<file path="config.mk">
export PLATFORM = sky130hd
export DESIGN_NAME = repeat_window_classifier_top
export DESIGN_NICKNAME = d
export VERILOG_FILES = /design/src/rtl/rwc_pkg.sv /design/src/rtl/repeat_window_classifier_top.sv
export SDC_FILE = /design/constraint.sdc
export NUM_CORES = 1
export LEC_CHECK = 0
export ABC_AREA = 1
export BUFFER_PORTS_ARGS = -buffer_cell sky130_fd_sc_hd__buf_2
export CORE_UTILIZATION = 56
export DETAILED_ROUTE_END_ITERATION = 16
export PLACE_DENSITY = 0.76
export SLEW_MARGIN = 25
export SYNTH_ARGS = -nofsm -noshare
export SYNTH_HDL_FRONTEND = slang
export SYNTH_SLANG_ARGS = --single-unit
</file>
<file path="constraint.sdc">
create_clock -name clock -period 29.4 [get_ports clock]
set_input_delay 1.47 -clock clock [delete_from_list [all_inputs] [get_ports clock]]
set_output_delay 1.47 -clock clock [all_outputs]
set_load 0.05 [all_outputs]
</file>
<file path="src/rtl/rwc_pkg.sv">
// Shared types and constants for the repeat window classifier.
// No dependencies; imported by repeat_window_classifier_top.
package rwc_pkg;

   // Default sizes, handed to the top level parameters
   localparam int unsigned HALF_WINDOW_DEF  = 150;
   localparam int unsigned MAX_READ_LEN_DEF = 1048576;

   // Field widths fixed by the stream and register formats
   localparam int unsigned FREQ_W      = 16;
   localparam int unsigned THRESH_W    = 16;
   localparam int unsigned RATIO_W     = 14;
   localparam int unsigned POS_OUT_W   = 20;
   localparam int unsigned REQ_TDATA_W = 24;
   localparam int unsigned RSP_TDATA_W = 24;
   localparam int unsigned CSR_ADDR_W  = 3;
   localparam int unsigned CSR_DATA_W  = 32;
   localparam int unsigned REG_SEL_BIT = 2;

   // Ratio is in units of 1/10000
   localparam logic [RATIO_W-1:0] RATIO_SCALE = 14'd10000;

   // Register reset values
   localparam logic [THRESH_W-1:0] REPEAT_THRESHOLD_RST = 16'd100;
   localparam logic [RATIO_W-1:0]  RATIO_THRESHOLD_RST  = 14'd195;

   // Input command codes
   typedef enum logic {
      CMD_KMER  = 1'b0,
      CMD_DRAIN = 1'b1
   } cmd_type;

   // Register select codes (address bit 2)
   typedef enum logic {
      CSR_REPEAT_THRESHOLD = 1'b0,
      CSR_RATIO_THRESHOLD  = 1'b1
   } csr_sel_type;

   // Per-position class
   typedef enum logic [1:0] {
      CLS_UNIQUE  = 2'd0,
      CLS_REPEAT  = 2'd1,
      CLS_GARBAGE = 2'd2
   } class_type;

endpackage

</file>
<file path="src/rtl/repeat_window_classifier_top.sv">
// Repeat window classifier: per-position repeat/unique decision over a
// centered window of k-mer classes. Depends on rwc_pkg.
//
//  channel | dir | transfer                      | payload
//  req_    | in  | req_tvalid & req_tready       | tuser command, tdata freq/low_complexity
//  rsp_    | out | rsp_tvalid & rsp_tready       | tdata position/repeat_mode, tlast last_of_read
//  csr_    | in  | psel & penable & pwrite       | repeat_threshold @0, ratio_threshold @4
//
// One item per cycle sustained while the result stream is not stalled. A
// request passes an input register, then the window update and ratio
// compare into the result register.
// Window classes live in a shift line of 2*HALF_WINDOW+1 entries that
// advances on every position taken in and every drain step that emits a result.
// Synchronous active-high reset clears counts, positions and both valids.
// A stalled result holds the input register only when that item yields a
// result; items without a result still move on.
module repeat_window_classifier_top #(
   parameter int unsigned HALF_WINDOW  = rwc_pkg::HALF_WINDOW_DEF,
   parameter int unsigned MAX_READ_LEN = rwc_pkg::MAX_READ_LEN_DEF
) (
   input  logic                                clock,
   input  logic                                reset,
   // request stream
   input  logic                                req_tvalid,
   output logic                                req_tready,
   // tdata: [15:0] kmer_freq, [16] low_complexity, [23:17] zero
   input  logic [rwc_pkg::REQ_TDATA_W-1:0]     req_tdata,
   // tuser: [0] command
   input  logic                                req_tuser,
   // result stream
   output logic                                rsp_tvalid,
   input  logic                                rsp_tready,
   // tdata: [19:0] position, [20] repeat_mode, [23:21] zero
   output logic [rwc_pkg::RSP_TDATA_W-1:0]     rsp_tdata,
   output logic                                rsp_tlast,
   // register port
   input  logic                                csr_psel,
   input  logic                                csr_penable,
   input  logic                                csr_pwrite,
   input  logic [rwc_pkg::CSR_ADDR_W-1:0]      csr_paddr,
   input  logic [rwc_pkg::CSR_DATA_W-1:0]      csr_pwdata,
   output logic [rwc_pkg::CSR_DATA_W-1:0]      csr_prdata,
   output logic                                csr_pready
);
   import rwc_pkg::*;

   localparam int unsigned WIN_LEN = 2 * HALF_WINDOW + 1;
   localparam int unsigned CNT_W   = $clog2(WIN_LEN + 1);
   localparam int unsigned POS_W   = $clog2(MAX_READ_LEN + 1);
   localparam int unsigned PROD_W  = CNT_W + RATIO_W;

   // Configuration registers
   logic [THRESH_W-1:0] rep_thresh_ff;
   logic [RATIO_W-1:0]  ratio_thresh_ff;

   // Input register
   logic                in_valid_ff;
   cmd_type             in_cmd_ff;
   logic [FREQ_W-1:0]   in_freq_ff;
   logic                in_lowc_ff;

   // Read state
   logic [CNT_W-1:0]    rep_cnt_ff;
   logic [CNT_W-1:0]    garb_cnt_ff;
   logic [POS_W-1:0]    next_in_ff;
   logic [POS_W-1:0]    next_out_ff;
   class_type           class_line_ff [WIN_LEN];

   // Result register
   logic                 out_valid_ff;
   logic [POS_OUT_W-1:0] out_pos_ff;
   logic                 out_mode_ff;
   logic                 out_last_ff;

   // Combinational step
   logic                is_kmer;
   logic                kmer_take;
   logic                kmer_emit;
   logic                drain_emit;
   logic                drain_clear;
   logic                has_result;
   logic                step_go;
   logic                shift_en;
   logic                drop_en;
   class_type           new_cls;
   class_type           old_cls;
   logic [CNT_W-1:0]    rep_drop;
   logic [CNT_W-1:0]    garb_drop;
   logic [CNT_W-1:0]    rep_in;
   logic [CNT_W-1:0]    garb_in;
   logic [POS_W-1:0]    cur_pos;
   logic [POS_W-1:0]    right_pos;
   logic [POS_W-1:0]    left_pos;
   logic [POS_W-1:0]    win_size;
   logic [POS_W-1:0]    garb_ext;
   logic [CNT_W-1:0]    good_cnt;
   logic [PROD_W-1:0]   rep_prod;
   logic [PROD_W-1:0]   ratio_prod;
   logic                mode;
   logic                last;

   // Register port: writes land on the access phase, pready tied high
   assign csr_pready = 1'b1;

   always_ff @(posedge clock) begin
      if (reset) begin
         rep_thresh_ff   <= REPEAT_THRESHOLD_RST;
         ratio_thresh_ff <= RATIO_THRESHOLD_RST;
      end else if (csr_psel && csr_penable && csr_pwrite && csr_pready) begin
         unique case (csr_sel_type'(csr_paddr[REG_SEL_BIT]))
            CSR_REPEAT_THRESHOLD: rep_thresh_ff   <= csr_pwdata[THRESH_W-1:0];
            CSR_RATIO_THRESHOLD:  ratio_thresh_ff <= csr_pwdata[RATIO_W-1:0];
            default: ;
         endcase
      end
   end

   always_comb begin
      unique case (csr_sel_type'(csr_paddr[REG_SEL_BIT]))
         CSR_REPEAT_THRESHOLD: csr_prdata = CSR_DATA_W'(rep_thresh_ff);
         CSR_RATIO_THRESHOLD:  csr_prdata = CSR_DATA_W'(ratio_thresh_ff);
         default:              csr_prdata = '0;
      endcase
   end

   // Decode the held item
   always_comb begin
      is_kmer     = (in_cmd_ff == CMD_KMER);
      kmer_take   = is_kmer && (32'(next_in_ff) < MAX_READ_LEN);
      kmer_emit   = kmer_take && (32'(next_in_ff) >= HALF_WINDOW);
      drain_emit  = !is_kmer && (next_out_ff < next_in_ff);
      drain_clear = !is_kmer && !drain_emit;
      has_result  = kmer_emit || drain_emit;
      step_go     = in_valid_ff && (!has_result || !out_valid_ff || rsp_tready);
      shift_en    = step_go && (kmer_take || drain_emit);
   end

   // Input register doubles as the skid stage
   assign req_tready = !in_valid_ff || step_go;

   always_ff @(posedge clock) begin
      if (reset) begin
         in_valid_ff <= 1'b0;
      end else if (req_tready) begin
         in_valid_ff <= req_tvalid;
      end
   end

   always_ff @(posedge clock) begin
      if (req_tvalid && req_tready) begin
         in_cmd_ff  <= cmd_type'(req_tuser);
         in_freq_ff <= req_tdata[FREQ_W-1:0];
         in_lowc_ff <= req_tdata[FREQ_W];
      end
   end

   // Classify the new k-mer and pick the class leaving the window
   always_comb begin
      if (in_lowc_ff) begin
         new_cls = CLS_GARBAGE;
      end else if (in_freq_ff >= rep_thresh_ff) begin
         new_cls = CLS_REPEAT;
      end else begin
         new_cls = CLS_UNIQUE;
      end
      old_cls = class_line_ff[WIN_LEN-1];
      if (kmer_take) begin
         drop_en = (32'(next_in_ff) >= WIN_LEN);
      end else begin
         drop_en = drain_emit && (32'(next_out_ff) >= HALF_WINDOW + 1);
      end
   end

   // Update counts: drop first, then add
   always_comb begin
      rep_drop  = rep_cnt_ff;
      garb_drop = garb_cnt_ff;
      if (drop_en && (old_cls == CLS_REPEAT) && (rep_cnt_ff != '0)) begin
         rep_drop = rep_cnt_ff - CNT_W'(1);
      end
      if (drop_en && (old_cls == CLS_GARBAGE) && (garb_cnt_ff != '0)) begin
         garb_drop = garb_cnt_ff - CNT_W'(1);
      end
      rep_in  = rep_drop  + CNT_W'(kmer_take && (new_cls == CLS_REPEAT));
      garb_in = garb_drop + CNT_W'(kmer_take && (new_cls == CLS_GARBAGE));
   end

   // Window bounds and ratio decision
   always_comb begin
      if (is_kmer) begin
         cur_pos   = next_in_ff - POS_W'(HALF_WINDOW);
         right_pos = next_in_ff;
      end else begin
         cur_pos   = next_out_ff;
         right_pos = next_in_ff - POS_W'(1);
      end
      if (32'(cur_pos) >= HALF_WINDOW) begin
         left_pos = cur_pos - POS_W'(HALF_WINDOW);
      end else begin
         left_pos = '0;
      end
      win_size = right_pos - left_pos + POS_W'(1);
      garb_ext = POS_W'(garb_in);
      if (win_size > garb_ext) begin
         good_cnt = CNT_W'(win_size - garb_ext);
      end else begin
         good_cnt = '0;
      end
      rep_prod   = PROD_W'(rep_in) * PROD_W'(RATIO_SCALE);
      ratio_prod = PROD_W'(ratio_thresh_ff) * PROD_W'(good_cnt);
      mode       = (good_cnt != '0) && (rep_prod >= ratio_prod);
      last       = !is_kmer && (cur_pos == right_pos);
   end

   // Advance read state
   always_ff @(posedge clock) begin
      if (reset) begin
         rep_cnt_ff  <= '0;
         garb_cnt_ff <= '0;
         next_in_ff  <= '0;
         next_out_ff <= '0;
      end else if (step_go) begin
         if (kmer_take) begin
            rep_cnt_ff  <= rep_in;
            garb_cnt_ff <= garb_in;
            next_in_ff  <= next_in_ff + POS_W'(1);
            if (kmer_emit) begin
               next_out_ff <= cur_pos + POS_W'(1);
            end
         end else if (drain_emit) begin
            if (last) begin
               rep_cnt_ff  <= '0;
               garb_cnt_ff <= '0;
               next_in_ff  <= '0;
               next_out_ff <= '0;
            end else begin
               rep_cnt_ff  <= rep_in;
               garb_cnt_ff <= garb_in;
               next_out_ff <= cur_pos + POS_W'(1);
            end
         end else if (drain_clear) begin
            rep_cnt_ff  <= '0;
            garb_cnt_ff <= '0;
            next_in_ff  <= '0;
            next_out_ff <= '0;
         end
      end
   end

   // Shift the class line; the tail is the class leaving the window
   always_ff @(posedge clock) begin
      if (shift_en) begin
         class_line_ff[0] <= new_cls;
         for (int i = 1; i < WIN_LEN; i++) begin
            class_line_ff[i] <= class_line_ff[i-1];
         end
      end
   end

   // Result register
   always_ff @(posedge clock) begin
      if (reset) begin
         out_valid_ff <= 1'b0;
      end else if (step_go && has_result) begin
         out_valid_ff <= 1'b1;
      end else if (rsp_tready) begin
         out_valid_ff <= 1'b0;
      end
   end

   always_ff @(posedge clock) begin
      if (step_go && has_result) begin
         out_pos_ff  <= POS_OUT_W'(cur_pos);
         out_mode_ff <= mode;
         out_last_ff <= last;
      end
   end

   assign rsp_tvalid = out_valid_ff;
   assign rsp_tdata  = RSP_TDATA_W'({out_mode_ff, out_pos_ff});
   assign rsp_tlast  = out_last_ff;

   // Window counts never exceed the window
   a_count_bound: assert property (@(posedge clock) disable iff (reset)
      (32'(rep_cnt_ff) + 32'(garb_cnt_ff)) <= WIN_LEN)
      else $error("repeat plus garbage count exceeds window");

   // Output position never runs ahead of input position
   a_out_behind_in: assert property (@(posedge clock) disable iff (reset)
      next_out_ff <= next_in_ff)
      else $error("output position ahead of input position");

   // The last position of a read starts a new read
   a_last_clears: assert property (@(posedge clock) disable iff (reset)
      (step_go && drain_emit && last) |=> (next_in_ff == '0) && (rep_cnt_ff == '0))
      else $error("read state not cleared after last position");

   // A result is loaded only when the slot is free or being drained
   a_no_overwrite: assert property (@(posedge clock) disable iff (reset)
      (step_go && has_result && out_valid_ff) |-> rsp_tready)
      else $error("result register overwritten while stalled");

endmodule
</file>
# Word-level counts from Yosys, hierarchy flattened
# Memory sizes are Yosys's and may differ from the RTL's.
# Cells that the tools add are included.
word_totals:
  register_bits: 132
  ram_bits: 602
  input_bits: 67
  n_memories: 1
memory_table:
  columns: ["memory", "words", "width", "read_ports", "rd_ports_with_merged_regs", "wr", "line_no", "text"]
  rows:
  - ["class_line_ff", 301, 2, 301, 0, 301, "repeat_window_classifier_top.sv:67", "class_type class_line_ff [WIN_LEN];"]
classes:
  addsub: 12
  multipliers: 2
  order_cmp: 9
  n_eq_ne: 7
  n_mux: 29
  bitwise: 2
  reduce_logical: 38
op_table:
  columns: ["op", "n"]
  rows:
  - ["21-bit 2-to-1 mux", 11]
  - ["9-bit 2-to-1 mux", 10]
  - ["32-bit case mux with 2 select lines", 1]
  - ["21-bit by 1-bit adder with 21-bit output (second input constant)", 3]
  - ["21-bit by 8-bit greater-or-equal comparator with 1-bit output (second input constant)", 3]
  - ["21-bit by 8-bit subtractor with 21-bit output (second input constant)", 2]
  - ["9-bit nonzero test", 3]
  - ["23-bit greater-or-equal comparator", 1]
  - ["14-bit by 9-bit multiplier with 23-bit output", 1]
  - ["21-bit equality test", 1]
  - ["21-bit by 9-bit greater-or-equal comparator with 1-bit output (second input constant)", 1]
  - ["21-bit by 9-bit greater-than comparator with 1-bit output", 1]
  - ["21-bit less-than comparator", 1]
  - ["21-bit less-than comparator (second input constant)", 1]
  - ["21-bit by 1-bit subtractor with 21-bit output (second input constant)", 1]
  - ["21-bit subtractor", 1]
  - ["1-bit logical AND", 19]
  - ["9-bit by 10-bit multiplier with 19-bit output (second input constant)", 1]
  - ["9-bit by 1-bit adder with 9-bit output", 2]
  - ["9-bit by 1-bit subtractor with 9-bit output (second input constant)", 2]
  - ["16-bit greater-or-equal comparator", 1]
  - ["9-bit subtractor", 1]
  - ["1-bit 2-to-1 mux", 6]
  - ["2-bit AND reduction", 3]
  - ["other kinds (11)", 22]

# Logic depth before layout (Yosys ltp)
# Gate-level depths: netlist of the first run.
depth:
  word_depth: 13
  depth_mapped: 75
  ltp_nobuf: 70

# Worst setup path after synthesis of the first run
# Ideal clock, no wire load.
synth_timing:
  kind: "reg-to-reg"
  start: "reg next_in_ff[19]"
  end: "mem class_line_ff[0][0] in the netlist's numbering, enable pin"
  setup_ns: 1.773
  t_arrival_ns: 30.550
  t_required_ns: 27.627
  setup_slack_ns: -2.923
  stages_incl_launch_ff: 16
  period_less_slack_ns: 32.323
  cell_sequence: "dfxtp_1 -> clkbuf_1 -> inv_1 -> ha_1 -> nand2_1 -> inv_1 -> nand3_1 -> nor2_1 -> nand3_1 -> nand3_1 -> nor2_1 -> inv_1 -> o21ai_1 -> nand2_1 -> nand2_1 -> a21oi_1"
synth_lines:
  columns: ["element", "line_no", "text"]
  rows:
  - ["from (decl)", "repeat_window_classifier_top.sv:65", "logic [POS_W-1:0] next_in_ff;"]
  - ["from (signal assigned)", "repeat_window_classifier_top.sv:226", "next_in_ff <= next_in_ff + POS_W'(1);"]
  - ["to (decl)", "repeat_window_classifier_top.sv:67", null]

# Worst setup path in the final report of the first run
layout_timing:
  start: "reg next_in_ff[2]"
  end: "reg out_mode_ff (data pin)"
layout_via:
  word_cells_on_any_way: 34
  cone_classes: "add/sub (8); mul (2); order compare (6); mux (7); reduce/logical (11)"
layout_lines:
  columns: ["element", "line_no", "text"]
  rows:
  - ["21-bit by 8-bit subtractor with 21-bit output *", "repeat_window_classifier_top.sv:191", "cur_pos = next_in_ff - POS_W'(HALF_WINDOW);"]
  - ["21-bit 2-to-1 mux *", "repeat_window_classifier_top.sv:190", "if (is_kmer) begin"]
  - ["named net cur_pos[2]", "repeat_window_classifier_top.sv:91", "logic [POS_W-1:0] cur_pos;"]
  - ["21-bit by 8-bit subtractor with 21-bit output or 21-bit by 8-bit greater-or-equal comparator with 1-bit output (tied branches)", "repeat_window_classifier_top.sv:198, repeat_window_classifier_top.sv:197", null]
  - ["21-bit 2-to-1 mux *", "repeat_window_classifier_top.sv:197", "if (32'(cur_pos) >= HALF_WINDOW) begin"]
  - ["21-bit subtractor *", "repeat_window_classifier_top.sv:202", "win_size = right_pos - left_pos + POS_W'(1);"]
  - ["21-bit by 1-bit adder with 21-bit output *", "repeat_window_classifier_top.sv:202", null]
  - ["21-bit by 9-bit greater-than comparator with 1-bit output or 9-bit subtractor (tied branches)", "repeat_window_classifier_top.sv:204, repeat_window_classifier_top.sv:205", null]
  - ["9-bit 2-to-1 mux *", "repeat_window_classifier_top.sv:204", "if (win_size > garb_ext) begin"]
  - ["14-bit by 9-bit multiplier with 23-bit output", "repeat_window_classifier_top.sv:210", "ratio_prod = PROD_W'(ratio_thresh_ff) * PROD_W'(good_cnt);"]
  - ["23-bit greater-or-equal comparator", "repeat_window_classifier_top.sv:211", "mode = (good_cnt != '0) && (rep_prod >= ratio_prod);"]
  - ["1-bit logical AND *", "repeat_window_classifier_top.sv:211", null]
  - ["named net mode", "repeat_window_classifier_top.sv:99", "logic mode;"]
  - ["to (signal assigned)", "repeat_window_classifier_top.sv:274", "out_mode_ff <= mode;"]
  - ["to (decl)", "repeat_window_classifier_top.sv:72", "logic out_mode_ff;"]
# The timed path passes the listed nets; every way through them passes the cells marked *.
# A chain may end at the register's enable or synchronous reset.

==> impl_metrics.ini, run 1 <==
[drt]
drc = 0
vias_per_cell = 5.44
wirelength_um = 72000
drt_iter0_drc = 1641
dr.pass1.iters = 7
ant_nets = 0
via_count = 21900
wire_per_inst_um = 17.9

[finish]
insertedDiodeCount = 0
final_util_pct = 63.0
final_layout_size_suffix_gt1_share_pct = 9.92
nNetsFinal = 3515
area_growth_pct = 10.5

[die]
die_h_um = 253
core-area_mm2 = 0.0621
die_w_um = 253
initial_core_util_pct = 57.0
die_area_mm2 = 0.0642
io_pins = 127
row_count = 91

[critical_path]
r2r_cells = 66
required_ns = 29.75
crit_path_top_delay_cell = nand2_1
worstSetupEndpointType = register
ff2ff_setup_slack_ns = 16.32
crit_type = register to register
r2r_end = out_mode_ff$_DFFE_PP_
critical-path-max-stage-delay_ns = 0.57
start_kind = register
path_max_fanout = 21
timing.rr.start = next_in_ff[2]$_SDFFE_PP0P_
crit_top_cell = nand2_1
cp.arrival_ns = 13.43

[flow_run]
maxCapViolCount = 0

[sta]
fin_skew_ns = 0.0317
max_slew_margin_pct = 28.6
worst_slack_ns = 16.32
tns_ns = 0
max_freq_mhz = 76.5
slew_viol_final = 0
fin_crit_sh_pct = 44.5
setup_violations = 0
rsz0062_at_grt = no
worstMarginPinSlew_ns = 1.07
min_period_ns = 13.08
hold_viol = 0

[global_routing]
grt_max_degree = 241
grt_usage_pct = 23.1
antenna_found_initial = 0
gr-total-overflow = 0
grt_pass1_wl_um = 116000
grt_pass1_vias = 21800

[worst_hold_path]
hold_start = class_line_ff[4][87]$_DFFE_PP_
hold_end = class_line_ff[4][89]$_DFFE_PP_
holdPathStages = 0
min_path_type = register to register

[clocking]
path_clk_slew_ns = 0.06
cts_root_buffer = clkbuf_16
h-tree-depth = 3
tritoncts = done
cts.sinks = 734
postCtsHoldBufs = 0
clk_latency_ns = 0.62
cts_made_buffers = 74
post-cts-setup-buffers = 0
ctsResizeCount = 0
clock_path_buffers = 3

[logic_synthesis]
yosysSeqAreaShare_pct = 59.7
yosysUniqueCellTypes = 60
avgSynthCellArea_um2 = 11.7
postSynthCellCount = 3033
ys.flop_type = edfxtp_1
yosysWarningCount = 0
synthMuxAreaShare_pct = 0
synth_compound_area_share_pct = 5.10
synth_xor_area_share_pct = 2.91
async_reset_ff_share_pct = 0
synth-seq-cells = 734
synth_area_mm2 = 0.0354
yosys.area_share.simple_pct = 13.8
synth_adder_area_share_pct = 13.2
synth_top_family_by_area = simple AND/OR/NAND/NOR gates
synth-edff-count = 642

[pwr]
p_sw_uw = 1840
p_leak_uw = 0.0143
vdd_drop_max_uv = 251
power_uw = 4470
seqPwrFrac_pct = 25.8
p_clk_share_pct = 22.2
pwr-share-comb_pct = 52.0
power.internal_uw = 2620
p_sw_share_pct = 41.2
p_per_area_mw_per_mm2 = 114

[placed_design]
dp_hpwl_um = 48400
place_ws_ns = 16.50
gp_congestion = 0.928
port_buffers = 81

[run_status]
outcome = complete, no violations
## final cells by class
cell class / instances / area [um2]
flip-flops and latches: 734 / 21100
repair buffers: 94 / 552
well taps: 837 / 1050
inverters: 358 / 1350
fillers: 4723 / 22900
clock buffers: 92 / 1970
clock inverters: 41 / 613
multi-input cells: 1875 / 12500
## layout by cell type (no fill, tap or decap), types with 57 or more instances in the layout
| master | count |
|---|---|
| a21oi_1 | 165 |
| buf_2 | 81 |
| clkbuf_16 | 75 |
| dfxtp_1 | 92 |
| edfxtp_1 | 642 |
| fa_1 | 103 |
| ha_1 | 208 |
| inv_1 | 325 |
| nand2_1 | 513 |
| nand3_1 | 165 |
| nand4_1 | 57 |
| nor2_1 | 244 |
| o21ai_0 | 95 |
| xor2_1 | 95 |
## power by group through the flow
stage | clock network [uW] | registers [uW] | logic (uW)
5_1_grt | 1050 | 1150 | 2650
3_3_place_gp | 0 | 1170 | 2170
4_1_cts | 1020 | 1150 | 2300
2_1_floorplan | 0 | 1210 | 1800
3_5_place_dp | 0 | 1170 | 2290
6_report | 992 | 1150 | 2320
## registers in the layout, summed over array words and instances (netlist names)
signal           flops
next_in_ff          21
next_out_ff         21
rep_cnt_ff           9
in_cmd_ff            1
rsp_tlast            1
rep_thresh_ff       16
out_pos_ff          20
out_mode_ff          1
in_valid_ff          1
garb_cnt_ff          9
ratio_thresh_ff     14
in_freq_ff          16
in_lowc_ff           1
rsp_tvalid           1
class_line_ff      602
## worst max-delay path: cells and delay by family, from the launching register on
family	cells	cell delay, ns
AOI/OAI and AO/OA	13	2.31
xor gates and xnor gates	2	0.33
adders and majority gates	11	4.12
buffers and inverters	11	1.02
DFF	1	0.56
and+or+nand+nor	29	4.45
## cell usage after synthesis, drive strengths merged (2+ instances only)
library cell  instances  share of area [%]
clkbuf               27               0.29
edfxtp              642                 54
xnor2                19               0.47
nand3b                3              0.064
a31oi                 7               0.12
dfxtp                92                5.2
a31o                  2              0.050
or2                  16               0.28
ha                  208                7.4
nand4                58                1.0
nor4                 17               0.30
nor2                261                2.9
o211ai               11               0.23
nand3               171                2.5
nor3                 26               0.45
o31ai                 5               0.11
a21o                  7               0.15
and2                  2              0.035
a21oi               167                2.4
fa                  103                5.8
conb                  2              0.021
buf                  57                1.2
a211oi                5               0.11
inv                 355                3.8
nand2               537                5.9
clkinv                3              0.032
o21a                  3              0.064
o21ai               109                1.6
xor2                 97                2.4
nor3b                 7               0.16
o21bai                6               0.13
## logic make-up after synthesis
kind of cell | count (synthesis)
flops | 734
other cells | 2
compound gates | 327
simple gates | 1101
buf+inv | 442
xor+xnor | 116
fa+ha+maj | 311
## how the worst max path moves through the flow
stage,from,to,slack [ns],depth (start not counted)
after detailed placement,next_in_ff[2]$_SDFFE_PP0P_,out_mode_ff$_DFFE_PP_,16.50,66
after global routing,next_in_ff[1]$_SDFFE_PP0P_,out_mode_ff$_DFFE_PP_,15.44,66
after CTS,next_in_ff[2]$_SDFFE_PP0P_,out_mode_ff$_DFFE_PP_,16.41,66
final,next_in_ff[2]$_SDFFE_PP0P_,out_mode_ff$_DFFE_PP_,16.32,66
after global placement,next_in_ff[1]$_SDFFE_PP0P_,out_mode_ff$_DFFE_PP_,16.68,66
after floorplan,next_in_ff[14]$_SDFFE_PP0P_,class_line_ff[0][0]$_DFFE_PP_,9.76,12
## metrics by stage
stage / area [um2] / instances / hold slack, ns
5_1_grt: 39100 / 4031 / 0.403
3_5_place_dp: 36500 / 3897 / 0.405
4_1_cts: 39100 / 4030 / 0.390
6_report: 39100 / 4031 / 0.395
2_1_floorplan: 35500 / 3051 / 0.400
3_3_place_gp: 36500 / 3897 / 0.401
## layer usage
metal  global-route usage (%)  wire length, um  vias up
li1                         -                -    10600
met1                     31.9            32400    10600
met2                     37.6            34000      659
met3                     3.44             3420      143
met4                     7.69             2190        0
met5                        0                0        -
Note: power is estimated with default switching activity, not from simulation.
==> run 2: changes to the inputs <==
--- a/config.mk
+++ b/config.mk
@@ -5,7 +5,7 @@
 export SDC_FILE = /design/constraint.sdc
 export NUM_CORES = 1
 export LEC_CHECK = 0
-export ABC_AREA = 1
+export ABC_AREA = 0
 export BUFFER_PORTS_ARGS = -buffer_cell sky130_fd_sc_hd__buf_2
 export CORE_UTILIZATION = 56
 export DETAILED_ROUTE_END_ITERATION = 16
==> constraint.sdc (replaced) <==
create_clock -name clock -period 11.3 [get_ports clock]
set_input_delay 0.565 -clock clock [delete_from_list [all_inputs] [get_ports clock]]
set_output_delay 0.565 -clock clock [all_outputs]
set_load 0.05 [all_outputs]
==> impl_metrics.ini, run 2 <==
[run_status]
outcome = finished, violations left
violations = negative setup slack

[global_routing]
grt_pass1_wl_um = 135000
gr-total-overflow = 0
grt_usage_pct = 26.4
grt_pass1_vias = 23800
grt_max_degree = 202
antenna_found_initial = 0

[placed_design]
dp_hpwl_um = 55200
port_buffers = 81
gp_congestion = 0.951
place_ws_ns = -0.544

[clocking]
cts_made_buffers = 76
clock_path_buffers = 3
cts_root_buffer = clkbuf_16
clk_latency_ns = 0.64
h-tree-depth = 3
cts.sinks = 734
path_clk_slew_ns = 0.06
tritoncts = done

[die]
core-area_mm2 = 0.0634
initial_core_util_pct = 57.0
row_count = 92
die_area_mm2 = 0.0655
die_w_um = 256
die_h_um = 256
io_pins = 127

[pwr]
power.internal_uw = 6940
p_per_area_mw_per_mm2 = 249
vdd_drop_max_uv = 550
p_leak_uw = 0.0153
p_sw_uw = 3800
p_clk_share_pct = 24.0
power_uw = 10700
seqPwrFrac_pct = 27.9
p_sw_share_pct = 35.4
pwr-share-comb_pct = 48.1

[finish]
area_growth_pct = 19.5
final_util_pct = 68.1
multi_input_area_mm2 = 0.0143
largest_register_ff_count = 602
top_register = class_line_ff
final_layout_size_suffix_gt1_share_pct = 22.4
nNetsFinal = 3605
reg.largest.list = class_line_ff: 602 flops, next_in_ff: 21 flops, next_out_ff: 21 flops
final_common_cell = edfxtp_1
mostFrequentLayoutCells = 642 x edfxtp_1, 333 x buf_4, 277 x nand2_1, 191 x ha_1, 180 x inv_1
fillerInstances = 4469
register_area_mm2 = 0.0211
insertedDiodeCount = 0

[drt]
ant_nets = 0
dr.pass1.iters = 7
wirelength_um = 85400
drc = 0
vias_per_cell = 5.69
drt_iter0_drc = 2106
wire_per_inst_um = 20.7
via_count = 23500

[logic_synthesis]
synthTopCellsByArea = edfxtp_1 53%, ha_1 7.2%, fa_1 5.7%
yosysWarningCount = 0
post-synth-top-area-fraction_pct = 53.4
async_reset_ff_share_pct = 0
synth_area_mm2 = 0.0361
yosysTopAreaCell = edfxtp_1
synth-edff-count = 642
synth_most_common_cell = edfxtp_1
yosys-top-cells-count = 642 x edfxtp_1, 280 x nand2_1, 208 x ha_1
synth-seq-cells = 734
avgSynthCellArea_um2 = 12.7
ys.flop_type = edfxtp_1
postSynthCellCount = 2837
yosysUniqueCellTypes = 89
yosysSeqAreaShare_pct = 58.5

[sta]
hold_ws_ns = 0.0958
hold_viol = 0
max_freq_mhz = 87.9
setup_violations = 1
fin_skew_ns = 0.0373
tns_ns = -0.0821
rsz0062_at_grt = yes
slew_viol_final = 0
min_period_ns = 11.38
worstMarginPinSlew_ns = 1.08
worst_slack_ns = -0.0821
fin_crit_sh_pct = 101
max_slew_margin_pct = 28.1

[critical_path]
crit_type = register to register
start_kind = register
cp.arrival_ns = 11.77
required_ns = 11.69
critical-path-max-stage-delay_ns = 0.60
crit_path_top_delay_cell = or4_4
crit_top_cell = a21o_1
path_max_fanout = 15
worstSetupEndpointType = register

[worst_hold_path]
min_path_type = input port to register

[flow_run]
maxCapViolCount = 0
## run 2: cell types whose count changed in the layout (fill, tap and decap cells not counted), sizes merged, moves of 24 or more
| cell | before | now |
|---|---|---|
| inv | 360 | 194 |
| nor3 | 26 | 116 |
| nor2 | 261 | 122 |
| a21o | 7 | 38 |
| nand2b | 0 | 28 |
| buf | 94 | 446 |
| nand3 | 171 | 66 |
| xnor2 | 19 | 118 |
| o21ai | 109 | 85 |
| nand2 | 537 | 280 |
| xor2 | 97 | 43 |
| a21oi | 167 | 108 |
## run 2: timing repair
action | in CTS | in global routing
resized for setup | 65 | 44
pin swaps | 74 | 50
gates cloned | 3 | 1
hold buffers | 0 | 0
setup endpoints to repair | 1 | 1
setup buffers | 18 | 12
## run 2: path summary, 6_finish.rpt
check                                                 endpoint  cells after the start  slack, ns                      startpoint
worst max register to register           out_mode_ff$_DFFE_PP_                     56      -0.08     next_in_ff[11]$_SDFFE_PP0P_
worst min-delay path                   in_freq_ff[9]$_DFFE_PP_                      1        0.1                    req_tdata[9]
worst min register to register  class_line_ff[0][82]$_DFFE_PP_                      0       0.40  class_line_ff[0][80]$_DFFE_PP_
worst max-delay path                     out_mode_ff$_DFFE_PP_                     56      -0.08     next_in_ff[11]$_SDFFE_PP0P_
## run 2: per-layer routing
| metal | part of all wire (%) | track usage [%] | up-vias |
|---|---|---|---|
| li1 | - | - | 11100 |
| met1 | 44 | 37.4 | 11500 |
| met2 | 47 | 42.4 | 739 |
| met3 | 5.8 | 4.32 | 158 |
| met4 | 2.6 | 7.14 | 0 |
| met5 | 0 | 0 | - |
## run 2: area by class of cell
class	instances	share of cell area, %
inverter	190	1.65
multi-input combinational	1779	33.1
timing repair buffer	446	8.01
clock buffer	93	4.60
sequential	734	48.9
clock inverter	43	1.25
tap	846	2.45
## run 2: cell families after synthesis
group	after synthesis	synth area share, %
multiplexers	21	0.596
AND/OR/NAND/NOR	877	12.9
adder cells (fa/ha/maj)	311	12.9
buffers and inverters	343	4.02
XOR/XNOR	161	3.90
AO/OA/AOI/OAI	388	7.15
flip-flops	734	58.5
other	2	0.0208
## run 2: metrics by stage
| step | std cells | instance area (um2) |
|---|---|---|
| after detailed placement | 3958 | 39700 |
| after CTS | 4115 | 42800 |
| after global placement | 3958 | 39700 |
| after floorplan | 2855 | 36300 |
| after global routing | 4131 | 43200 |
| final | 4131 | 43200 |
## run 2: critical path: cells and delay by family, from the launching register on
kind	cells	cell delay, ns
AND/OR/NAND/NOR	20	3.34
adder cells (fa/ha/maj)	11	3.25
AO/OA/AOI/OAI	17	3.09
buffers and inverters	6	0.85
flip-flops	1	0.33
XOR/XNOR	2	0.24
## run 2: power by group through the flow
stage	Clock, uW	Combinational (uW)	Sequential, uW
after detailed placement	0	4630	3060
after CTS	2640	5000	3000
after floorplan	0	3020	3100
final	2570	5160	3000
after global routing	2720	5780	3000
after global placement	0	4450	3050
==> run 3: changes to the inputs <==
--- a/config.mk
+++ b/config.mk
@@ -8,9 +8,10 @@
 export ABC_AREA = 0
 export BUFFER_PORTS_ARGS = -buffer_cell sky130_fd_sc_hd__buf_2
 export CORE_UTILIZATION = 56
+export CTS_BUF_LIST = sky130_fd_sc_hd__clkbuf_2 sky130_fd_sc_hd__clkbuf_4 sky130_fd_sc_hd__clkbuf_8
 export DETAILED_ROUTE_END_ITERATION = 16
 export PLACE_DENSITY = 0.76
-export SLEW_MARGIN = 25
+export RECOVER_POWER = 25
 export SYNTH_ARGS = -nofsm -noshare
 export SYNTH_HDL_FRONTEND = slang
 export SYNTH_SLANG_ARGS = --single-unit
==> impl_metrics.ini, run 3 (synthesis gave the netlist of run 2 again) <==
[critical_path]
endpoint = out_mode_ff$_DFFE_PP_
timing.rr.start = next_in_ff[9]$_SDFFE_PP0P_
required_ns = 11.79
startpoint = next_in_ff[9]$_SDFFE_PP0P_
critical-path-max-stage-delay_ns = 0.59
ff2ff_setup_slack_ns = -0.22
r2r_cells = 58
crit_type = register to register
start_kind = register
worstSetupEndpointType = register
r2r_end = out_mode_ff$_DFFE_PP_
crit_path_top_delay_cell = or4_4
crit_top_cell = a21o_1
path_max_fanout = 5
cp.arrival_ns = 12.01

[clocking]
cts_root_buffer = clkbuf_8
clk_latency_ns = 0.75
cts.sinks = 734
tritoncts = done
cts_made_buffers = 109
path_clk_slew_ns = 0.07
h-tree-depth = 3
clock_path_buffers = 3

[finish]
mostFrequentLayoutCells = 642 x edfxtp_1, 346 x buf_4, 278 x nand2_1, 195 x ha_1, 181 x inv_1
nNetsFinal = 3663
area_growth_pct = 19.2
top_register = class_line_ff
reg.largest.list = class_line_ff: 602 flops, next_in_ff: 21 flops, next_out_ff: 21 flops
final_common_cell = edfxtp_1
insertedDiodeCount = 0
register_area_mm2 = 0.0211
multi_input_area_mm2 = 0.0142
stdcell_count = 4228
fillerInstances = 4427
final_layout_size_suffix_gt1_share_pct = 23.7
largest_register_ff_count = 602

[die]
row_count = 92
core-area_mm2 = 0.0634
io_pins = 127
initial_core_util_pct = 57.0
die_w_um = 256
die_h_um = 256
die_area_mm2 = 0.0655

[drt]
vias_per_cell = 5.63
wirelength_um = 81700
drt_iter0_drc = 1851
drc = 0
via_count = 23800
ant_nets = 0
dr.pass1.iters = 6
wire_per_inst_um = 19.3

[global_routing]
gr-total-overflow = 0
grt_pass1_vias = 23800
met1_usage_pct = 35.5
antenna_found_initial = 1
grt_use_met3_pct = 4.55
grt_max_degree = 202
busiest_layer = met2
grt_usage_pct = 25.0
grt_use_met2_pct = 38.8
grt_pass1_wl_um = 129000

[placed_design]
gp_congestion = 0.951
dp_hpwl_um = 55300
port_buffers = 81
dp_cells = 3958

[pwr]
p_leak_uw = 0.0154
vdd_drop_max_uv = 507
power_uw = 10500
p_per_area_mw_per_mm2 = 244

[sta]
worst_slack_ns = -0.224
setup_violations = 1
min_period_ns = 11.52
slew_viol_final = 0
fin_skew_ns = 0.0521
max_slew_margin_pct = 12.0
fin_crit_sh_pct = 102
worstMarginPinSlew_ns = 1.31
hold_ws_ns = 0.0652
rsz0062_at_grt = yes
max_freq_mhz = 86.8
hold_viol = 0

[run_status]
outcome = finished, violations left
violations = negative setup slack

[flow_run]
maxCapViolCount = 0

[worst_hold_path]
min_path_type = input port to register
==> run 3: cell types whose count changed in the layout (fill, tap and decap cells not counted), sizes merged <==
cell | previous run | this run
dlygate4sd3 | 0 | 18
bufinv | 8 | 7
clkinvlp | 1 | 5
clkinv | 30 | 58
o211ai | 10 | 9
buf | 446 | 453
clkbuf | 93 | 135
==> run 3: what timing repair did <==
action / CTS / global route
gates resized for setup: 55 / 37
pin swaps: 66 / 58
setup buffers: 24 / 18
hold endpoints to repair: 18 / 0
cloned: 2 / 1
hold buffers: 18 / 0
setup endpoints to repair: 1 / 1
==> run 3: stage by stage <==
stage,TNS (ns),worst slack (ns),utilization [%],cell area (um2)
finish,-0.224,-0.224,67.9,43100
floorplan,0,0.0127,-,36300
global route,-0.901,-0.901,67.9,43100
CTS,-0.305,-0.305,67.4,42700
detailed placement,-0.596,-0.596,62.6,39700
global placement,-0.339,-0.339,62.6,39700
==> run 3: area by class of cell <==
cell class	count	area share, %
repair buffers	472	8.51
well taps	846	2.46
clock inverters	74	1.46
clock buffers	134	3.96
multi-input cells	1778	32.9
inverters	190	1.66
flip-flops and latches	734	49.0
==> run 3: report_power, final <==
| part | internal, uW | total, uW | switching, uW | leakage (uW) |
|---|---|---|---|---|
| combinational | 2540 | 5240 | 2700 | 0.00920 |
| clock | 1190 | 2260 | 1080 | 0.00121 |
| sequential | 2980 | 3000 | 17.0 | 0.00500 |
==> run 3: layer usage <==
layer	up-vias	share of wire, %
li1	11200	-
met4	2	3.1
met2	750	45
met5	-	0.015
met1	11600	45
met3	202	6.2
==> run 3: how the worst min path moves through the flow <==
stage	endpoint	slack, ns	startpoint	depth (start not counted)
floorplan	class_line_ff[0][100]$_DFFE_PP_	0.40	class_line_ff[0][98]$_DFFE_PP_	0
global placement	class_line_ff[3][102]$_DFFE_PP_	0.40	class_line_ff[3][100]$_DFFE_PP_	0
detailed placement	class_line_ff[0][5]$_DFFE_PP_	0.40	class_line_ff[0][3]$_DFFE_PP_	0
CTS	rep_thresh_ff[2]$_SDFFE_PP1P_	0.01	csr_pwdata[2]	2
global route	rep_thresh_ff[6]$_SDFFE_PP1P_	0.05	csr_pwdata[6]	2
finish	rep_thresh_ff[2]$_SDFFE_PP1P_	0.07	csr_pwdata[2]	2
==> run 3: critical path, delay by kind of cell, from the launching register on <==
family                     cells  cell delay (ns)
adders and majority gates     10             3.43
AOI/OAI and AO/OA             18             3.13
and+or+nand+nor               19             3.10
buffers and inverters          9             0.99
DFF                            1             0.34
xor gates and xnor gates       2             0.25
